File: config.mk
export PLATFORM = sky130hd
export DESIGN_NAME = rgc_range_cmp
export DESIGN_NICKNAME = d
export VERILOG_FILES = /design/src/rgc_pkg.sv /design/src/rgc_range_cmp.sv
export SDC_FILE = /design/constraint.sdc
export NUM_CORES = 1
export LEC_CHECK = 0
export CAP_MARGIN = 20
export CORE_AREA = 2 2 202 204
export DETAILED_ROUTE_END_ITERATION = 10
export DIE_AREA = 0 0 204 206
export DONT_BUFFER_PORTS = 1
export PLACE_DENSITY_LB_ADDON = 0.25
export SLEW_MARGIN = 20
export SYNTH_ARGS = -nofsm -noshare
export SYNTH_HDL_FRONTEND = slang
export SYNTH_SLANG_ARGS = --single-unit
export TNS_END_PERCENT = 30
File: constraint.sdc
create_clock -name vclk -period 9.3
set_clock_uncertainty 0.15 [all_clocks]
set_input_delay 1.395 -clock vclk [all_inputs]
set_output_delay 1.395 -clock vclk [all_outputs]
set_load 0.005 [all_outputs]
File: src/rgc_pkg.sv
// ----------------------------------------------------------------------------
// rgc_pkg
// Types and constants shared by the range group classifier modules.
// ----------------------------------------------------------------------------
`default_nettype none

package rgc_pkg;

	localparam int unsigned SLOT_W  = 6;
	localparam int unsigned CLASS_W = 2;
	localparam int unsigned WORD_W  = 64;
	localparam int unsigned BOUND_W = 2 * WORD_W;

	// Slots that a load can address at all.
	localparam int unsigned SLOT_RANGE = 2 ** SLOT_W;

	// Stream payload widths.
	localparam int unsigned S_DATA_W = 264;
	localparam int unsigned M_DATA_W = 8;

	localparam logic KIND_LOAD  = 1'b0;
	localparam logic KIND_QUERY = 1'b1;

	localparam logic [CLASS_W-1:0] CLASS_EMPTY  = 2'd0;
	localparam logic [CLASS_W-1:0] CLASS_NUMBER = 2'd1;
	localparam logic [CLASS_W-1:0] CLASS_IPV4   = 2'd2;
	localparam logic [CLASS_W-1:0] CLASS_IPV6   = 2'd3;

	typedef struct packed {
		logic [BOUND_W-1:0] lo;
		logic [BOUND_W-1:0] hi;
	} rgc_bounds_t;

	// One table entry as returned by a read.
	typedef struct packed {
		logic               valid;
		logic [CLASS_W-1:0] cls;
		rgc_bounds_t        bounds;
	} rgc_entry_t;

endpackage

`default_nettype wire

File: src/rgc_range_cmp.sv
// ----------------------------------------------------------------------------
// rgc_range_cmp
// Containment test: entry low <= query low and query high <= entry high,
// as unsigned 128-bit values, or on the lower words only for numbers.
// ----------------------------------------------------------------------------
`default_nettype none

module rgc_range_cmp
	import rgc_pkg::*;
(
	input  wire logic        number,
	input  wire rgc_bounds_t entry,
	input  wire rgc_bounds_t query,
	output logic             ok
);

	logic [BOUND_W-1:0] mask;

	// Numbers carry no meaning in the upper words, so they are masked off.
	assign mask = number ? {{WORD_W{1'b0}}, {WORD_W{1'b1}}} : {BOUND_W{1'b1}};

	assign ok = ((entry.lo & mask) <= (query.lo & mask)) &&
		((query.hi & mask) <= (entry.hi & mask));

endmodule

`default_nettype wire

==> impl_metrics.json, run 1 <==
{
  "status": "completed",
  "hp-class": "in -> out",
  "maxCapViolations": 0,
  "globalplace.congestion": 0.8517,
  "syn_area_um2": 7671,
  "clkPwrFrac": 0,
  "p_sw_frac": 0.5237,
  "layout_min_cycle_time_ns": 5.938,
  "cts_hold_buf": 0,
  "grtUsageTotal": 0.1224,
  "layout_common_cells": "ha_1 (256), nor2b_1 (133), inv_1 (133)",
  "synth_area_per_cell_um2": 7.237,
  "antenna_left": 0,
  "power_frac_seq": 0,
  "crit_arrival_ns": 4.39,
  "maxSlewHeadroom": 0.5218,
  "crit_top_cell": "nand4_1",
  "vias": 7110,
  "firstDrtPassIters": 4,
  "avgViaCountPerCell": 4.520,
  "worst_slack_ns": 3.362,
  "ys_seq_area_frac": 0,
  "p_comb_frac": 1.000,
  "hold_viol_final": 0,
  "drt-initial-drc-count": 254,
  "min_from": "query[1]",
  "startpoint_type": "input port",
  "grt_start_max_net_pins": 257,
  "max_stage_delay_ns": 0.58,
  "synth.distinct_cells": 43,
  "chipHeight_um": 206,
  "flops_and_latches": 0,
  "crit_chain": "nand2b_1 -> ha_1 -> nand4_1 -> nor3_2 -> nand4_1 -> or4_4 -> a311o_1 -> a21oi_1 -> a211oi_2",
  "max_freq_mhz": 168.4,
  "hpwl_um": 26230,
  "cp_max_fo": 256,
  "critical_path_class": "in -> out",
  "p_sw_uw": 157.5,
  "grt_pass1_wl_um": 39380,
  "syn_nets": 1829,
  "intPower_uw": 143.3,
  "maxSlewViolCount": 0,
  "holdWs_ns": 3.199,
  "min_to": "ok",
  "final_common_cell": "ha_1",
  "std_cell_rows": 74,
  "grt-ovfl-total": 0,
  "final.period_utilization": 0.6385,
  "design.core.area_um2": 40180,
  "dieWidth_um": 204,
  "first_global_vias": 7170,
  "drive_gt1_frac": 0.01163,
  "tns_ns": 0,
  "worst_pin_slew_ns": 0.7108,
  "multiInputGateArea_um2": 7067,
  "cp_data_required_time_ns": 7.76,
  "hold_depth": 5,
  "nClkBuffers": 0,
  "ios": 514,
  "seq_area_um2": 0,
  "antenna_found_initial": 17,
  "fillers": 4586,
  "initial_core_util": 0.1909,
  "instances_no_fill": 1573,
  "place_inst": 1564,
  "synthCells": 1060,
  "wl_um": 28210,
  "finalPower_uw": 300.8,
  "cts_resized": 0,
  "cp-end-kind": "primary output",
  "wl_per_cell_um": 17.93,
  "rsz0062_at_grt": "no",
  "num-nets-final": 1803,
  "synth_warnings": 0,
  "vdd_ir_drop_max_uv": 13.16,
  "leakage_nw": 4.090,
  "die_area_um2": 42020,
  "port_buffers": 0,
  "power.density_nw_per_um2": 36.44,
  "route.detailed.drc": 0,
  "area_delta_synth_final_pct": 7.601,
  "dp_worst_setup_slack_ns": 3.393,
  "setup_violations": 0,
  "crit_path_top_delay_cell": "or4_4",
  "post-cts-setup-buffers": 0
}
==> routing by layer <==
layer | wire length, um | up-vias | part of all wire | GRT usage
met5 | 86 | - | 0.0030 | 0
met4 | 599 | 14 | 0.021 | 0.03002
met3 | 2349 | 44 | 0.083 | 0.03138
met2 | 15190 | 339 | 0.54 | 0.2516
met1 | 9986 | 3028 | 0.35 | 0.1199
li1 | - | 3685 | - | -
==> through the flow <==
step	cell area, um2	utilization
after floorplan	7671	-
after global placement	8232	0.2049
after detailed placement	8232	0.2049
after CTS	8232	0.2049
after global routing	8247	0.2052
final	8254	0.2054
==> cells by family after synthesis <==
family,share of synthesized area
AND/OR/NAND/NOR,0.3371
adder cells (fa/ha/maj),0.4175
AO/OA/AOI/OAI,0.1665
buffers and inverters,0.07878
==> power by group through the flow <==
| stage | sequential [mW] | clock (mW) | combinational [mW] |
|---|---|---|---|
| finish | 0 | 0.000000130 | 0.301 |
| global placement | 0 | 0 | 0.303 |
| global route | 0 | 0.0000000867 | 0.352 |
| detailed placement | 0 | 0 | 0.304 |
| floorplan | 0 | 0 | 0.242 |
| CTS | 0 | 0 | 0.307 |
==> synthesized netlist by cell type, drive strengths merged (2+ instances only) <==
cell type | count | area [um2]
a21oi | 95 | 475.5
a21o | 40 | 300.3
a2111oi | 3 | 26.28
o41ai | 2 | 17.52
o211ai | 2 | 15.01
nor2 | 19 | 71.32
nand3 | 26 | 130.1
a221oi | 8 | 70.07
clkbuf | 27 | 101.4
o31a | 2 | 18.77
nand2b | 129 | 807.0
o31ai | 2 | 15.01
o21ai | 27 | 135.1
inv | 133 | 499.2
nand2 | 43 | 161.4
nand4 | 54 | 344.1
or4 | 2 | 22.52
nor3 | 12 | 70.07
o21a | 4 | 30.03
and4 | 7 | 62.56
a211o | 2 | 18.77
ha | 256 | 3203
a21boi | 5 | 37.54
nor2b | 133 | 832.1
a211oi | 9 | 72.57
nor4 | 8 | 56.30
==> cell type report <==
type                       count  area share
tap                          532     0.08064
inverter                     133     0.06048
antenna                        9    0.002729
multi-input combinational    899      0.8561
==> critical path: cells and delay by family <==
kind,cells,cell delay (ns)
AOI/OAI and AO/OA,3,0.76
and+or+nand+nor,5,1.72
adders and majority gates,1,0.35
==> worst max-delay path by stage <==
stage	from	to	slack, ns	cells past startpoint
after global routing	number	ok	3.18	9
after detailed placement	number	ok	3.39	9
after CTS	number	ok	3.39	9
after floorplan	number	ok	3.94	11
after global placement	number	ok	3.38	9
final	number	ok	3.36	9
Note: power is estimated with default switching activity, not from simulation.
==> run 2: changes to the inputs <==
Clock period 9.3 ns to 5.64 ns, I/O delays scaled along.
==> impl_metrics.json, run 2 (same netlist as run 1, synthesis figures left out) <==
{
  "p_sw_uw": 258.7,
  "crit_family": "simple AND/OR/NAND/NOR gates",
  "grt_start_max_net_pins": 257,
  "finalPower_uw": 495.2,
  "final.period_utilization": 0.8530,
  "hp-class": "in -> out",
  "dieWidth_um": 204,
  "final_common_cell": "ha_1",
  "crit_arrival_ns": 3.81,
  "area_delta_synth_final_pct": 7.535,
  "antenna_left": 0,
  "dpl-instance-area_um2": 8232,
  "std_cell_rows": 74,
  "crit_chain": "nand2b_1 -> ha_1 -> nand4_1 -> nor3_2 -> nand4_1 -> or4_4 -> a311o_1 -> a21oi_1 -> a211oi_2",
  "design.core.area_um2": 40180,
  "min_to": "ok",
  "crit_path_top_delay_cell": "or4_4",
  "hold_depth": 5,
  "die_area_um2": 42020,
  "crit_top_cell": "nand4_1",
  "maxSlewViolCount": 0,
  "cp_max_fo": 256,
  "max_freq_mhz": 207.9,
  "clkPwrFrac": 0,
  "final_cell_area_um2": 8249,
  "layout_common_cells": "ha_1 (256), nor2b_1 (133), inv_1 (133)",
  "p_sw_frac": 0.5225,
  "maxSlewHeadroom": 0.5098,
  "cp-end-kind": "primary output",
  "path_depth": 9,
  "maxCapViolations": 0,
  "antenna_found_initial": 18,
  "post-cts-setup-buffers": 0,
  "hold_viol_final": 0,
  "grtUsageTotal": 0.1241,
  "critical_path_class": "in -> out",
  "power.density_nw_per_um2": 60.03,
  "place_inst": 1564,
  "crit_buf_inv": 0,
  "nClkBuffers": 0,
  "drive_gt1_frac": 0.01163,
  "hpwl_um": 26480,
  "flops_and_latches": 0,
  "avgViaCountPerCell": 4.547,
  "globalplace.congestion": 0.8548,
  "layout_min_cycle_time_ns": 4.811,
  "fin_util": 0.2053,
  "first_global_vias": 7363,
  "cp-startpoint": "number",
  "power_frac_seq": 0,
  "wl_per_cell_um": 18.07,
  "port_buffers": 0,
  "startpoint_type": "input port",
  "chipHeight_um": 206,
  "tns_ns": 0,
  "min_from": "query[1]",
  "drt-initial-drc-count": 204,
  "ios": 514,
  "cts_hold_buf": 0,
  "firstDrtPassIters": 4,
  "setup_violations": 0,
  "cp_data_required_time_ns": 4.64,
  "worst_pin_slew_ns": 0.7285,
  "leakage_nw": 4.090,
  "route.detailed.drc": 0,
  "instances_no_fill": 1571,
  "status": "completed",
  "grt_pass1_wl_um": 39980,
  "intPower_uw": 236.5,
  "fillers": 4600,
  "cts_resized": 0,
  "grt-ovfl-total": 0,
  "p_comb_frac": 1.000,
  "initial_core_util": 0.1909,
  "max_stage_delay_ns": 0.58,
  "wl_um": 28390,
  "seq_area_um2": 0,
  "rsz0062_at_grt": "no",
  "num-nets-final": 1803,
  "vdd_ir_drop_max_uv": 20.88,
  "vias": 7143
}
run 2: changes by cell type in the layout (fill, tap and decap cells not counted), sizes merged:
cell,previous run,this run
diode,9,7
run 2: how the worst max path moves through the flow:
stage               end
floorplan            ok
global placement     ok
detailed placement   ok
CTS                  ok
global route         ok
finish               ok
run 2: area by class of cell:
type / instances / area [um2] / share of cell area
well taps: 532 / 665.6 / 0.08069
inverters: 133 / 499.2 / 0.06052
diodes: 7 / 17.52 / 0.002123
multi-input cells: 899 / 7067 / 0.8567
run 2: stage by stage:
stage / worst slack (ns) / hold slack, ns
after floorplan: 1.376 / 1.955
after global placement: 0.8160 / 2.120
after detailed placement: 0.8055 / 2.122
after CTS: 0.7979 / 2.120
after global routing: 0.6142 / 2.166
final: 0.8292 / 2.089
run 2: power groups by stage:
stage               logic (mW)  registers [mW]  clock network, mW
floorplan                0.399               0                  0
global placement         0.499               0                  0
detailed placement       0.503               0                  0
CTS                      0.508               0                  0
global route             0.585               0       0.0000000712
finish                   0.495               0        0.000000168
run 2: metal layers:
metal  vias to the layer above  GRT usage  part of all wire
met4                        14    0.01786             0.018
met5                         -          0            0.0035
met1                      3067     0.1218              0.36
li1                       3681          -                 -
met2                       337     0.2602              0.54
met3                        44    0.03232             0.081
==> run 3: changes to the inputs <==
==> constraint.sdc (replaced) <==
create_clock -name vclk -period 4.25
set_clock_uncertainty 0.15 [all_clocks]
set_input_delay 0.2125 -clock vclk [all_inputs]
set_output_delay 0.2125 -clock vclk [all_outputs]
set_load 0.005 [all_outputs]
==> impl_metrics.json, run 3 (same netlist as run 1, synthesis figures left out) <==
{
  "status": "completed",
  "p_sw_uw": 344.4,
  "vias": 7106,
  "critical_path_class": "in -> out",
  "cp-end-kind": "primary output",
  "drt-initial-drc-count": 184,
  "rsz0062_at_grt": "no",
  "hold_viol_final": 0,
  "crit_path_top_delay_cell": "or4_4",
  "drive_gt1_frac": 0.01163,
  "layout_min_cycle_time_ns": 3.605,
  "initial_core_util": 0.1909,
  "route.detailed.drc": 0,
  "p_sw_frac": 0.5236,
  "vdd_ir_drop_max_uv": 32.57,
  "p_comb_frac": 1.000,
  "maxCapViolations": 0,
  "antenna_found_initial": 18,
  "intPower_uw": 313.4,
  "chipHeight_um": 206,
  "first_global_vias": 7243,
  "startpoint_type": "input port",
  "avgViaCountPerCell": 4.517,
  "cts_hold_buf": 0,
  "num-nets-final": 1803,
  "antenna_left": 0,
  "setup_violations": 0,
  "crit_arrival_ns": 3.24,
  "leakage_nw": 4.090,
  "power_frac_seq": 0,
  "std_cell_rows": 74,
  "crit_family": "simple AND/OR/NAND/NOR gates",
  "power.density_nw_per_um2": 79.70,
  "layout_common_cells": "ha_1 (256), nor2b_1 (133), inv_1 (133)",
  "flops_and_latches": 0,
  "max_stage_delay_ns": 0.58,
  "grtUsageTotal": 0.1232,
  "holdWs_ns": 0.8153,
  "maxSlewViolCount": 0,
  "final_common_cell": "ha_1",
  "die_area_um2": 42020,
  "globalplace.congestion": 0.8544,
  "clkPwrFrac": 0,
  "area_delta_synth_final_pct": 7.601,
  "maxSlewHeadroom": 0.4800,
  "wl_per_cell_um": 18.05,
  "grt_start_max_net_pins": 257,
  "nClkBuffers": 0,
  "seq_area_um2": 0,
  "cp_data_required_time_ns": 3.89,
  "worst_pin_slew_ns": 0.7728,
  "port_buffers": 0,
  "firstDrtPassIters": 4,
  "hpwl_um": 26400,
  "post-cts-setup-buffers": 0,
  "tns_ns": 0,
  "wl_um": 28400,
  "grt_pass1_wl_um": 39550,
  "crit_top_cell": "nand4_1",
  "crit_chain": "nand2b_1 -> ha_1 -> nand4_1 -> nor3_2 -> nand4_1 -> or4_4 -> a311o_1 -> a21oi_1 -> a211oi_2",
  "hp-class": "in -> out",
  "cts_resized": 0,
  "crit_buf_inv": 0,
  "cp_max_fo": 256,
  "ios": 514,
  "final.period_utilization": 0.8481,
  "dieWidth_um": 204,
  "design.core.area_um2": 40180,
  "max_freq_mhz": 277.4,
  "grt-ovfl-total": 0
}
## run 3: cell count changes in the layout (fill, tap and decap cells not counted), sizes merged
cell   previous run  this run
diode             7         9
## run 3: worst paths after layout
| kind | from | to | slack (ns) | depth (start not counted) |
|---|---|---|---|---|
| setup / recovery | number | ok | 0.65 | 9 |
| hold / removal | query[1] | ok | 0.82 | 5 |
## run 3: layer usage
| metal | vias up | routed length, um | track usage |
|---|---|---|---|
| li1 | 3684 | - | - |
| met1 | 3033 | 10270 | 0.1209 |
| met2 | 337 | 15110 | 0.2543 |
| met3 | 44 | 2252 | 0.03106 |
| met4 | 8 | 716 | 0.02795 |
| met5 | - | 48 | 0 |
## run 3: final cells by class
type	count	area [um2]
Antenna cell	9	22.52
Inverter	133	499.2
Fill cell	4572	31930
Multi-Input combinational cell	899	7067
Tap cell	532	665.6
## run 3: tightest hold or removal path, stage by stage
cell	delay, ns
ha_1	0.21
nand4_1	0.07
nor4_1	0.07
nand4_1	0.10
a211oi_2	0.10
## run 3: power by group through the flow
| stage | sequential (mW) | combinational (mW) | clock (mW) |
|---|---|---|---|
| floorplan | 0 | 0.529 | 0 |
| global placement | 0 | 0.662 | 0 |
| detailed placement | 0 | 0.666 | 0 |
| CTS | 0 | 0.673 | 0 |
| global route | 0 | 0.771 | 0.000000252 |
| finish | 0 | 0.658 | 0.000000284 |
## run 3: per-stage QoR
step / setup WS [ns] / cell area (um2) / power, mW / instances / utilization
after floorplan: 1.253 / 7671 / 0.5290 / 1060 / -
after global placement: 0.6961 / 8232 / 0.6620 / 1564 / 0.2049
after detailed placement: 0.6421 / 8232 / 0.6658 / 1564 / 0.2049
after CTS: 0.6753 / 8232 / 0.6732 / 1564 / 0.2049
after global routing: 0.4610 / 8252 / 0.7709 / 1572 / 0.2053
final: 0.6454 / 8254 / 0.6579 / 1573 / 0.2054
